<file path="src/rtl/mm_pkg.sv">
// ----------------------------------------------------------------------------
// mm_pkg: shared types and constants of the matrix multiplier
// Sizes, command and register codes, word structs and the control link
// between the controller and the datapath.
// ----------------------------------------------------------------------------
`default_nettype none

package mm_pkg;

  // sizes
  localparam int MAX_DIM    = 8;
  localparam int ELEM_WIDTH = 16;
  localparam int CFG_W      = 4;
  localparam int CFG_IDX_W  = 2;
  localparam int POS_W      = 3;
  localparam int CMD_W      = 2;
  localparam int PRODUCT_W  = 32;
  localparam int IDX_W      = (MAX_DIM > 1) ? $clog2(MAX_DIM) : 1;
  localparam int ADDR_W     = 2 * IDX_W;
  localparam int DEPTH      = 1 << ADDR_W;
  localparam int PROD_W     = 2 * ELEM_WIDTH;
  localparam int ACC_W      = PROD_W + IDX_W + 1;
  localparam int LIM_EXP    = (ACC_W - 2 < 61) ? ACC_W - 2 : 61;

  // commands
  localparam logic [CMD_W-1:0] CMD_LOAD_A  = 2'd0;
  localparam logic [CMD_W-1:0] CMD_LOAD_B  = 2'd1;
  localparam logic [CMD_W-1:0] CMD_COMPUTE = 2'd2;

  // register indexes
  localparam logic [CFG_IDX_W-1:0] REG_A_ROWS = 2'd0;
  localparam logic [CFG_IDX_W-1:0] REG_A_COLS = 2'd1;
  localparam logic [CFG_IDX_W-1:0] REG_B_ROWS = 2'd2;
  localparam logic [CFG_IDX_W-1:0] REG_B_COLS = 2'd3;

  localparam logic [CFG_W-1:0] DIM_RESET = CFG_W'(MAX_DIM);

  typedef struct packed {
    logic [CMD_W-1:0]             cmd;
    logic [POS_W-1:0]             row_index;
    logic [POS_W-1:0]             col_index;
    logic signed [ELEM_WIDTH-1:0] element;
  } in_word_t;

  typedef struct packed {
    logic signed [PRODUCT_W-1:0] product;
    logic [POS_W-1:0]            out_row;
    logic [POS_W-1:0]            out_col;
    logic                        last;
    logic                        mismatch;
  } out_word_t;

  // controller to datapath
  typedef struct packed {
    logic              issue;
    logic              emit_mis;
    logic [ADDR_W-1:0] a_addr;
    logic [ADDR_W-1:0] b_addr;
    logic              first;
    logic              fin;
    logic              last;
    logic [POS_W-1:0]  row;
    logic [POS_W-1:0]  col;
  } mm_cmd_t;

  // datapath to controller
  typedef struct packed {
    logic [CFG_W-1:0] m;
    logic [CFG_W-1:0] n;
    logic [CFG_W-1:0] p;
    logic             mismatch;
    logic             pipe_busy;
  } mm_stat_t;

  // register value to usable dimension
  function automatic logic [CFG_W-1:0] dim_of(input logic [CFG_W-1:0] v);
    logic [CFG_W-1:0] d;
    d = v;
    if (d == '0) d = CFG_W'(1);
    if ({1'b0, d} > (CFG_W + 1)'(MAX_DIM)) d = CFG_W'(MAX_DIM);
    return d;
  endfunction

endpackage

`default_nettype wire

</file>
<file path="src/rtl/mm_ram.sv">
// ----------------------------------------------------------------------------
// mm_ram: generic single write, single read RAM
// One write port and one read port with registered read data.
// ----------------------------------------------------------------------------
`default_nettype none

module mm_ram #(
  parameter int WIDTH = 16,
  parameter int DEPTH = 64
) (
  input  wire logic                     clk,
  input  wire logic                     we,
  input  wire logic [$clog2(DEPTH)-1:0] waddr,
  input  wire logic [WIDTH-1:0]         wdata,
  input  wire logic [$clog2(DEPTH)-1:0] raddr,
  output logic      [WIDTH-1:0]         rdata
);

  logic [WIDTH-1:0] mem [DEPTH];

  // write and registered read
  always_ff @(posedge clk) begin
    if (we) mem[waddr] <= wdata;
    rdata <= mem[raddr];
  end

endmodule

`default_nettype wire

</file>
<file path="src/rtl/mm_ctrl.sv">
// ----------------------------------------------------------------------------
// mm_ctrl: sequencer of the matrix multiplier
// Walks i, j and k over the product and issues one multiply-accumulate
// a cycle, then waits for the datapath pipeline to empty.
// ----------------------------------------------------------------------------
`default_nettype none

module mm_ctrl (
  input  wire logic              clk,
  input  wire logic              rst_n,
  input  wire logic              start,
  input  wire logic [1:0]        in_cmd,
  input  wire mm_pkg::mm_stat_t  stat,
  output logic                   busy,
  output mm_pkg::mm_cmd_t        ctl
);
  import mm_pkg::*;

  localparam logic [1:0] ST_IDLE  = 2'd0;
  localparam logic [1:0] ST_RUN   = 2'd1;
  localparam logic [1:0] ST_DRAIN = 2'd2;

  logic [1:0]       state_r, state_nxt;
  logic [IDX_W-1:0] i_r, i_nxt, j_r, j_nxt, k_r, k_nxt;
  logic             k_end, j_end, i_end, accept_cmp;

  assign busy       = (state_r != ST_IDLE);
  assign accept_cmp = start && !busy && (in_cmd == CMD_COMPUTE);

  // loop ends
  assign k_end = (CFG_W'(k_r) == stat.n - CFG_W'(1));
  assign j_end = (CFG_W'(j_r) == stat.p - CFG_W'(1));
  assign i_end = (CFG_W'(i_r) == stat.m - CFG_W'(1));

  // command to datapath
  always_comb begin
    ctl          = '0;
    ctl.issue    = (state_r == ST_RUN);
    ctl.emit_mis = accept_cmp && stat.mismatch;
    ctl.a_addr   = {i_r, k_r};
    ctl.b_addr   = {k_r, j_r};
    ctl.first    = (k_r == '0);
    ctl.fin      = k_end;
    ctl.last     = k_end && j_end && i_end;
    ctl.row      = POS_W'(i_r);
    ctl.col      = POS_W'(j_r);
  end

  // next state and counters
  always_comb begin
    state_nxt = state_r;
    i_nxt     = i_r;
    j_nxt     = j_r;
    k_nxt     = k_r;
    case (state_r)
      ST_IDLE: begin
        if (accept_cmp && !stat.mismatch) begin
          state_nxt = ST_RUN;
          i_nxt     = '0;
          j_nxt     = '0;
          k_nxt     = '0;
        end
      end
      ST_RUN: begin
        if (!k_end) begin
          k_nxt = k_r + IDX_W'(1);
        end else begin
          k_nxt = '0;
          if (!j_end) begin
            j_nxt = j_r + IDX_W'(1);
          end else begin
            j_nxt = '0;
            if (!i_end) i_nxt = i_r + IDX_W'(1);
            else        state_nxt = ST_DRAIN;
          end
        end
      end
      ST_DRAIN: begin
        if (!stat.pipe_busy) state_nxt = ST_IDLE;
      end
      default: state_nxt = ST_IDLE;
    endcase
  end

  // state registers
  always_ff @(posedge clk) begin
    if (!rst_n) begin
      state_r <= ST_IDLE;
    end else begin
      state_r <= state_nxt;
    end
    i_r <= i_nxt;
    j_r <= j_nxt;
    k_r <= k_nxt;
  end

endmodule

`default_nettype wire

</file>
<file path="src/rtl/mm_dp.sv">
// ----------------------------------------------------------------------------
// mm_dp: datapath of the matrix multiplier
// Dimension registers, the two element stores, a pipelined
// multiply-accumulate unit and the saturating output register.
// ----------------------------------------------------------------------------
`default_nettype none

module mm_dp (
  input  wire logic                              clk,
  input  wire logic                              rst_n,
  input  wire logic                              load_acc,
  input  wire mm_pkg::in_word_t                  in_word,
  input  wire logic                              cfg_we,
  input  wire logic [mm_pkg::CFG_IDX_W-1:0]      cfg_index,
  input  wire logic [mm_pkg::CFG_W-1:0]          cfg_data,
  input  wire mm_pkg::mm_cmd_t                   ctl,
  output mm_pkg::mm_stat_t                       stat,
  output logic                                   out_valid,
  output mm_pkg::out_word_t                      out_word
);
  import mm_pkg::*;

  localparam logic signed [ACC_W-1:0] ACC_LIM  = ACC_W'(1) << LIM_EXP;
  localparam logic signed [ACC_W-1:0] OUT_MAX  =
    {{(ACC_W-PRODUCT_W){1'b0}}, 1'b0, {(PRODUCT_W-1){1'b1}}};
  localparam logic signed [ACC_W-1:0] OUT_MIN  =
    {{(ACC_W-PRODUCT_W){1'b1}}, 1'b1, {(PRODUCT_W-1){1'b0}}};

  logic [CFG_W-1:0] a_rows_r, a_cols_r, b_rows_r, b_cols_r;

  logic                  in_range, we_a, we_b;
  logic [ADDR_W-1:0]     waddr;
  logic [ELEM_WIDTH-1:0] a_rd, b_rd;

  // pipeline tags
  logic                      v1_r, first1_r, fin1_r, last1_r;
  logic [POS_W-1:0]          row1_r, col1_r;
  logic                      v2_r, first2_r, fin2_r, last2_r;
  logic [POS_W-1:0]          row2_r, col2_r;
  logic signed [PROD_W-1:0]  prod_r;
  logic                      v3_r, last3_r;
  logic [POS_W-1:0]          row3_r, col3_r;
  logic signed [ACC_W-1:0]   acc_r, acc_nxt, acc_base, acc_sum;
  logic signed [PRODUCT_W-1:0] sat;

  logic      out_valid_r;
  out_word_t out_word_r;

  // dimension registers
  always_ff @(posedge clk) begin
    if (!rst_n) begin
      a_rows_r <= DIM_RESET;
      a_cols_r <= DIM_RESET;
      b_rows_r <= DIM_RESET;
      b_cols_r <= DIM_RESET;
    end else if (cfg_we) begin
      case (cfg_index)
        REG_A_ROWS: a_rows_r <= cfg_data;
        REG_A_COLS: a_cols_r <= cfg_data;
        REG_B_ROWS: b_rows_r <= cfg_data;
        REG_B_COLS: b_cols_r <= cfg_data;
        default: ;
      endcase
    end
  end

  // status to controller
  always_comb begin
    stat.m         = dim_of(a_rows_r);
    stat.n         = dim_of(a_cols_r);
    stat.p         = dim_of(b_cols_r);
    stat.mismatch  = (dim_of(a_cols_r) != dim_of(b_rows_r));
    stat.pipe_busy = v1_r || v2_r || v3_r;
  end

  // element loads
  assign in_range = ({1'b0, in_word.row_index} < (POS_W + 1)'(MAX_DIM)) &&
                    ({1'b0, in_word.col_index} < (POS_W + 1)'(MAX_DIM));
  assign waddr = {in_word.row_index[IDX_W-1:0], in_word.col_index[IDX_W-1:0]};
  assign we_a  = load_acc && in_range && (in_word.cmd == CMD_LOAD_A);
  assign we_b  = load_acc && in_range && (in_word.cmd == CMD_LOAD_B);

  mm_ram #(.WIDTH(ELEM_WIDTH), .DEPTH(DEPTH)) u_a_store (
    .clk   (clk),
    .we    (we_a),
    .waddr (waddr),
    .wdata (in_word.element),
    .raddr (ctl.a_addr),
    .rdata (a_rd)
  );

  mm_ram #(.WIDTH(ELEM_WIDTH), .DEPTH(DEPTH)) u_b_store (
    .clk   (clk),
    .we    (we_b),
    .waddr (waddr),
    .wdata (in_word.element),
    .raddr (ctl.b_addr),
    .rdata (b_rd)
  );

  // accumulate with wide clamp
  always_comb begin
    acc_base = first2_r ? '0 : acc_r;
    acc_sum  = acc_base + ACC_W'(prod_r);
    acc_nxt  = acc_sum;
    if (acc_sum > ACC_LIM)  acc_nxt = ACC_LIM;
    if (acc_sum < -ACC_LIM) acc_nxt = -ACC_LIM;
  end

  // saturate to the result width
  always_comb begin
    if (acc_r > OUT_MAX)      sat = OUT_MAX[PRODUCT_W-1:0];
    else if (acc_r < OUT_MIN) sat = OUT_MIN[PRODUCT_W-1:0];
    else                      sat = acc_r[PRODUCT_W-1:0];
  end

  // pipeline valid bits
  always_ff @(posedge clk) begin
    if (!rst_n) begin
      v1_r        <= 1'b0;
      v2_r        <= 1'b0;
      v3_r        <= 1'b0;
      out_valid_r <= 1'b0;
    end else begin
      v1_r        <= ctl.issue;
      v2_r        <= v1_r;
      v3_r        <= v2_r && fin2_r;
      out_valid_r <= ctl.emit_mis || v3_r;
    end
  end

  // pipeline payload
  always_ff @(posedge clk) begin
    first1_r <= ctl.first;
    fin1_r   <= ctl.fin;
    last1_r  <= ctl.last;
    row1_r   <= ctl.row;
    col1_r   <= ctl.col;

    prod_r   <= $signed(a_rd) * $signed(b_rd);
    first2_r <= first1_r;
    fin2_r   <= fin1_r;
    last2_r  <= last1_r;
    row2_r   <= row1_r;
    col2_r   <= col1_r;

    if (v2_r) acc_r <= acc_nxt;
    last3_r <= last2_r;
    row3_r  <= row2_r;
    col3_r  <= col2_r;

    if (ctl.emit_mis) begin
      out_word_r.product  <= '0;
      out_word_r.out_row  <= '0;
      out_word_r.out_col  <= '0;
      out_word_r.last     <= 1'b1;
      out_word_r.mismatch <= 1'b1;
    end else begin
      out_word_r.product  <= sat;
      out_word_r.out_row  <= row3_r;
      out_word_r.out_col  <= col3_r;
      out_word_r.last     <= last3_r;
      out_word_r.mismatch <= 1'b0;
    end
  end

  assign out_valid = out_valid_r;
  assign out_word  = out_word_r;

endmodule

`default_nettype wire

</file>
<file path="src/rtl/matrix_multiply.sv">
// ----------------------------------------------------------------------------
// matrix_multiply: fixed-point dense matrix multiplier
// Loads A and B element by element, then streams C = A * B in row-major
// order as saturated Q16.16 words.
// ----------------------------------------------------------------------------
// load word: no result, next word may follow at once
// compute word: one multiply-accumulate per cycle through one shared MAC
//   unit reading one A and one B entry a cycle; each result passes the store
//   read, product, accumulator and output registers; busy lasts to the drain
// dimension mismatch: one result the cycle after start, busy stays low
// reset: dimension registers return to 8; the element stores are not cleared
// ----------------------------------------------------------------------------
`default_nettype none

module matrix_multiply (
  input  wire logic                         clk,
  input  wire logic                         rst_n,
  input  wire logic                         start,
  output logic                              busy,
  input  wire mm_pkg::in_word_t             in_word,
  output logic                              out_valid,
  output mm_pkg::out_word_t                 out_word,
  input  wire logic                         cfg_we,
  input  wire logic [mm_pkg::CFG_IDX_W-1:0] cfg_index,
  input  wire logic [mm_pkg::CFG_W-1:0]     cfg_data
);
  import mm_pkg::*;

  mm_cmd_t  ctl;
  mm_stat_t stat;
  logic     load_acc;

  assign load_acc = start && !busy;

  mm_ctrl u_ctrl (
    .clk    (clk),
    .rst_n  (rst_n),
    .start  (start),
    .in_cmd (in_word.cmd),
    .stat   (stat),
    .busy   (busy),
    .ctl    (ctl)
  );

  mm_dp u_dp (
    .clk       (clk),
    .rst_n     (rst_n),
    .load_acc  (load_acc),
    .in_word   (in_word),
    .cfg_we    (cfg_we),
    .cfg_index (cfg_index),
    .cfg_data  (cfg_data),
    .ctl       (ctl),
    .stat      (stat),
    .out_valid (out_valid),
    .out_word  (out_word)
  );

  // a mismatch word is always the final word of its run
  assert property (@(posedge clk) disable iff (!rst_n)
    out_valid && out_word.mismatch |-> out_word.last)
    else $error("mismatch word without last");

  // a compute word either starts a run or yields a mismatch word
  assert property (@(posedge clk) disable iff (!rst_n)
    start && !busy && (in_word.cmd == CMD_COMPUTE) |=>
      busy || (out_valid && out_word.mismatch))
    else $error("compute word neither started nor rejected");

  // no word comes directly behind the last product word
  assert property (@(posedge clk) disable iff (!rst_n)
    out_valid && out_word.last && !out_word.mismatch |=> !out_valid)
    else $error("word after last");

  // inner words only come while a run is in progress
  assert property (@(posedge clk) disable iff (!rst_n)
    out_valid && !out_word.last |-> busy)
    else $error("product word outside a run");

endmodule

`default_nettype wire

</file>
<file path="config.mk">
export PLATFORM = sky130hd
export DESIGN_NAME = matrix_multiply
export DESIGN_NICKNAME = d
export VERILOG_FILES = /design/src/rtl/mm_pkg.sv /design/src/rtl/mm_ram.sv /design/src/rtl/mm_ctrl.sv /design/src/rtl/mm_dp.sv /design/src/rtl/matrix_multiply.sv
export SDC_FILE = /design/constraint.sdc
export NUM_CORES = 2
export LEC_CHECK = 0
export ABC_CLOCK_PERIOD_IN_PS = 7100
export BUFFER_PORTS_ARGS = -buffer_cell sky130_fd_sc_hd__buf_4
export CAP_MARGIN = 10
export CORE_MARGIN = 2
export CORE_UTILIZATION = 55
export DETAILED_ROUTE_END_ITERATION = 16
export PLACE_DENSITY = 0.78
export SYNTH_ARGS = -nofsm -noshare
export SYNTH_HDL_FRONTEND = slang
export SYNTH_HIERARCHICAL = 1
export SYNTH_SLANG_ARGS = --single-unit
</file>
<file path="constraint.sdc">
create_clock -name clk -period 7.1 [get_ports clk]
set_clock_uncertainty 0.2 [all_clocks]
set_input_delay 1.42 -clock clk [delete_from_list [all_inputs] [get_ports clk]]
set_output_delay 1.42 -clock clk [all_outputs]
set_load 0.05 [all_outputs]
</file>
* Word level (Yosys, flattened, before mapping)
Memory sizes are Yosys's and may differ from the RTL's. A register that Yosys moved wholly into a read port is not among the register bits.
Index checks and enable logic that the tools add are counted.
** Storage, ports and cells
- Register bits after elaboration :: 164
- Output and inout bits :: 42
- Memory bits (writable) :: 2048
- Memories :: 2
** Memories
- u_dp.u_a_store.mem :: words 64, width 16, rd ports 1, clocked after memory_dff 1, wr ports 1, line mm_ram.sv:19 : logic [WIDTH-1:0] mem [DEPTH];
- u_dp.u_b_store.mem :: words 64, width 16, rd ports 1, clocked after memory_dff 1, wr ports 1, line mm_ram.sv:19
** Operators by class
- Magnitude comparators :: 8
- Add/sub/neg operators :: 7
- Equality and inequality tests :: 17
- $mul :: 1
- Reductions and logical operators :: 34
- Multiplexer cells :: 33
** Operator list (number)
- 36-bit 2-to-1 mux :: 2
- 36-bit by 32-bit adder with 36-bit output :: 1
- 36-bit by 32-bit > comparator with 1-bit output (second input constant) :: 1
- 36-bit > comparator (second input constant) :: 1
- 36-bit by 32-bit < comparator with 1-bit output (second input constant) :: 1
- 36-bit by 35-bit < comparator with 1-bit output (second input constant) :: 1
- 16-bit by 16-bit multiplier with 32-bit output :: 1
- 32-bit 2-to-1 mux :: 1
- 4-bit 2-to-1 mux :: 8
- 31-bit 2-to-1 mux :: 1
- 3-bit 2-to-1 mux :: 7
- 3-bit one-hot mux with 2 select lines :: 3
- 4-bit > comparator (second input constant) :: 4
- 4-bit zero test :: 4
- 3-bit by 4-bit == test with 1-bit output :: 3
- 4-bit by 1-bit subtractor with 4-bit output (second input constant) :: 3
- 2-bit 2-to-1 mux :: 5
- 2-bit inequality test (second input constant) :: 5
- 2-bit AND reduction :: 5
- 5-bit AND reduction :: 2
- 3-bit by 1-bit adder with 3-bit output (second input constant) :: 3
- 1-bit logical AND :: 9
- 2-bit == test (second input constant) :: 4
- 2-bit by 1-bit == test with 1-bit output (second input constant) :: 3
- other kinds (11) :: 22

* Logic depth before layout (Yosys ltp)
- Depth after elaboration :: 10
- Depth in mapped cells :: 26
- Gate-level depth less buffers :: 25

* Cells and area by module
Netlist, hierarchy kept.
** Modules (own cells, without submodules)
- mm_ram :: area an instance 40042.2 um2, cells each 1829, times used 2
- mm_dp :: area an instance 16570.9 um2, cells each 1751, times used 1
- mm_ctrl :: area an instance 947.2 um2, cells each 100, times used 1
- matrix_multiply :: area an instance 13.8 um2, cells each 1, times used 1

* Worst setup path before layout
OpenSTA, ideal clock, no wires.
- Kind :: register to register
- Start :: register u_dp.u_a_store.rdata[8] (read register of u_dp.u_a_store.mem)
- End :: register u_dp.prod_r[31]
- Arrival :: 6.266 ns
- Path buffers :: 1
- Cell stages (with the launch flop) :: 24
- Slack :: 0.561 ns
- Period minus slack after synthesis :: 6.539 ns
- Cells stage by stage :: dfxtp_1 > clkbuf_1 > nand2_1 > fa_1 > fa_1 > fa_1 > fa_1 > inv_1 > fa_1 > inv_1 > fa_1 > inv_1 > ha_1 > and3_1 > o211a_1 > a21oi_1 > a211oi_1 > o221ai_1 > o21ai_0 > or4_1 > nand2_1 > o2111ai_1 > o31ai_1 > xnor2_1
** On the way
- Cells in the longest elaborated chain, start to end :: 1
** Ends and longest elaborated chain
- start: declaration :: line mm_ram.sv:16 : output logic [WIDTH-1:0] rdata
- 16-bit by 16-bit multiplier with 32-bit output :: line mm_dp.sv:140 : prod_r <= $signed(a_rd) * $signed(b_rd);
- end signal: assignment :: line mm_dp.sv:140
- end: declaration :: line mm_dp.sv:40 : logic signed [PROD_W-1:0] prod_r;
Every way passes these cells.
A chain may end at the register's enable or synchronous reset.

* Worst setup path in the final report
- Start :: register u_dp.u_a_store.rdata[7] (read register of u_dp.u_a_store.mem)
- End :: register u_dp.prod_r[30]
The elaborated chain is that of the path after synthesis.

==> impl_metrics.yaml <==
floorplan:
  num_rows: 154
  core_sq_mm: 0.176
  die_area_sq_mm: 0.181
  die_x_um: 425
  die_y_um: 425
  io_pins: 76
  start_util_pct: 55.4
critical_path:
  path_max_fanout: 10
  crit_required_ns: 7.63
  reg2reg_depth: 24
  crit_arrival_ns: 7.20
  startpoint_type: "register"
  endpoint_kind: "register"
  crit_type: "reg -> reg"
synth:
  syn-instance-count: 5510
  synth_ff_type: "edfxtp_1"
  avgSynthCellArea_sq_um: 17.7
  yosysTopAreaCellShare_pct: 64.4
  yosys_warnings: 6
  synth_seq_cells: 2244
  synthesis.nets: 5931
  synth_edf_count: 2093
  synth_seq_area_share_pct: 67.5
  synth_area_leaders: "edfxtp_1 (64%), mux4_2 (10%), fa_1 (5.4%)"
  synth_cell_type_count: 86
  synthArstFlopShare_pct: 0
  synth_top_area_cell: "edfxtp_1"
  synthesis.area_sq_mm: 0.0976
global_route:
  grt_pass1_wl_um: 337000
  track_usage_pct: 25.1
  grt_pass1_vias: 52000
  antenna_found_initial: 4
  grt_max_degree: 151
  grt-ovfl-total: 0
route:
  routed_wl_um: 226000
  vias: 51200
  routedWlPerCell_um: 27.4
  post-route-drc-count: 0
  drtPass1Iterations: 5
  drt_iter0_drc: 6241
  ant_nets: 0
  viasPerCell: 6.22
placed_design:
  portBuffers: 75
  pre_cts_ws_ns: 0.172
  dp_hpwl_um: 135000
  gp_congestion: 0.881
sta:
  finalCriticalPeriod_ns: 6.68
  final.setup.worst_slack_ns: 0.423
  setup_viol: 0
  finalHoldViolCount: 0
  fin_crit_sh_pct: 94.0
  maxSlewHeadroom_pct: 20.7
  clock.fmax_mhz: 150
  maxSlewViolCount: 0
  worst_slew_pin_slew_ns: 1.19
clocking:
  cts_tree: "done"
  clk_latency_ns: 0.86
  numCtsBuffers: 208
  clockRootBuffer: "clkbuf_16"
  cts_sinks: 2244
  htree_levels: 4
  cts.clk_slew.worst_paths_ns: 0.07
  cts_setup_buffers: 0
  clockBufferDepth: 3
status:
  outcome: "finished clean"
layout:
  syn_to_final_growth_pct: 10.3
  fill_cells: 11900
  drive_gt1_share_pct: 19.4
  multiInputGateArea_sq_mm: 0.0288
  regArea_sq_mm: 0.0659
  fin_util_pct: 61.1
  fin_nets: 6129
min_path:
  hold_depth: 0
  hp-class: "reg -> reg"
run:
  drv_cap: 0
[worst max-delay path: stages, from the launching register on]
cell and delay (ns):
dfxtp_1 0.37, buf_4 0.21, and2_1 0.16, fa_1 0.53
inv_1 0.05, fa_1 0.53, fa_1 0.53, inv_1 0.05
fa_1 0.46, fa_1 0.54, inv_1 0.05, fa_1 0.53
inv_1 0.04, ha_1 0.35, a21oi_1 0.18, nor2b_1 0.06
o21ai_0 0.16, o21ai_0 0.11, nor3_1 0.27, o21ai_1 0.19
nand2_1 0.13, a21oi_1 0.10, a41o_1 0.27, o41a_1 0.35
xor2_1 0.15
[flip-flops by register name, indices dropped and copies added (netlist names), 4 cells and up]
| signal | cells |
|---|---|
| u_dp/u_b_store/mem | 1024 |
| u_dp/u_a_store/mem | 1024 |
| u_dp/a_cols_r | 4 |
| u_dp/u_a_store/rdata | 16 |
| u_dp/b_rows_r | 4 |
| u_dp/out_word | 40 |
| u_dp/a_rows_r | 4 |
| u_dp/prod_r | 32 |
| u_dp/acc_r | 36 |
| u_dp/u_b_store/rdata | 16 |
| u_dp/b_cols_r | 4 |
[cell usage after synthesis (37+ instances only)]
| library cell | number |
|---|---|
| fa_1 | 263 |
| nand4_1 | 37 |
| mux4_2 | 440 |
| nor2_1 | 225 |
| nand3_1 | 67 |
| o21a_1 | 46 |
| buf_4 | 37 |
| a22oi_1 | 78 |
| nand2_1 | 283 |
| mux2_2 | 54 |
| nor2b_1 | 139 |
| buf_2 | 76 |
| edfxtp_1 | 2093 |
| clkbuf_1 | 96 |
| and2_1 | 130 |
| mux2i_1 | 187 |
| dfxtp_1 | 151 |
| inv_1 | 349 |
| a21oi_1 | 93 |
| o21ai_0 | 40 |
| ha_1 | 124 |
| xnor2_1 | 47 |
[final cells by class]
cell class / count / area share (%)
Antenna cell: 6 / 0.0139
Sequential cell: 2244 / 61.2
Tap cell: 2340 / 2.72
Timing Repair Buffer: 261 / 1.91
Inverter: 349 / 1.22
Clock buffer: 262 / 5.09
Clock inverter: 129 / 1.09
Multi-Input combinational cell: 2644 / 26.7
[kinds of logic (layout without fill, tap and decap cells)]
logic type / Yosys count / in the layout / synth area share [%]
multiplexers: 689 / 689 / 12.9
AND/OR/NAND/NOR: 1009 / 1009 / 5.21
other: 0 / 6 / 0
AO/OA/AOI/OAI: 478 / 478 / 3.51
buffers and inverters: 622 / 1001 / 3.16
XOR/XNOR: 81 / 81 / 0.742
flip-flops: 2244 / 2244 / 67.5
adder cells (fa/ha/maj): 387 / 387 / 6.98
[stage by stage]
| stage | TNS (ns) | std cells | hold slack, ns | area (sq um) |
|---|---|---|---|---|
| 2_1_floorplan | 0 | 5510 | 0.110 | 97600 |
| 3_3_place_gp | 0 | 7837 | 0.110 | 101000 |
| 3_5_place_dp | 0 | 7837 | 0.112 | 101000 |
| 4_1_cts | 0 | 8228 | 0.128 | 108000 |
| 5_1_grt | -0.00259 | 8230 | 0.132 | 108000 |
| 6_report | 0 | 8235 | 0.123 | 108000 |
[timing repair]
action | CTS | global route
gates resized for setup | 0 | 11
endpoints found under the setup margin | 0 | 4
hold buffers | 0 | 0
[cells in the final DEF, fill, tap and decap left out, types with 12 or more instances in the layout]
| master | instances |
|---|---|
| o21ai_0 | 38 |
| a31oi_1 | 22 |
| and4_1 | 12 |
| nor2_1 | 194 |
| edfxtp_1 | 2093 |
| a211o_1 | 17 |
| nand4_1 | 37 |
| fa_1 | 263 |
| nand3_1 | 67 |
| clkbuf_16 | 211 |
| nand2b_1 | 21 |
| dfxtp_1 | 144 |
| xnor2_1 | 47 |
| xor2_1 | 32 |
| nand3b_1 | 12 |
| a21oi_1 | 92 |
| nor3_1 | 16 |
| nor2_2 | 35 |
| a21o_1 | 20 |
| and2_1 | 130 |
| inv_1 | 349 |
| a22oi_1 | 78 |
| a22o_1 | 12 |
| mux2i_1 | 187 |
| nor2b_1 | 136 |
| a211oi_1 | 26 |
| nand2_1 | 283 |
| a221o_1 | 12 |
| ha_1 | 124 |
| bufinv_16 | 15 |
| o21a_1 | 46 |
| a221oi_1 | 33 |
| mux2_2 | 54 |
| clkinv_1 | 41 |
| a311oi_1 | 16 |
| clkinv_2 | 50 |
| clkbuf_1 | 50 |
| buf_4 | 253 |
| mux4_2 | 440 |
[metal layers]
| layer | global-route usage, % | part of all wire, % |
|---|---|---|
| met3 | 5.38 | 9.4 |
| met2 | 41.3 | 50 |
| met1 | 33.9 | 38 |
| met5 | 0 | 0.011 |
| met4 | 7.69 | 2.9 |
[final timing paths]
path | from | end | slack, ns
hold / removal | u_dp/col2_r[0]$_DFF_P_ | u_dp/col3_r[0]$_DFF_P_ | 0.12
hold reg to reg | u_dp/col2_r[0]$_DFF_P_ | u_dp/col3_r[0]$_DFF_P_ | 0.12
setup / recovery | u_dp/u_a_store/rdata[7]$_DFF_P_ | u_dp/prod_r[30]$_DFF_P_ | 0.42
setup reg to reg | u_dp/u_a_store/rdata[7]$_DFF_P_ | u_dp/prod_r[30]$_DFF_P_ | 0.42
Power is not shown: default switching activity piles up to over one toggle a cycle in this logic, so the estimate is an artifact.
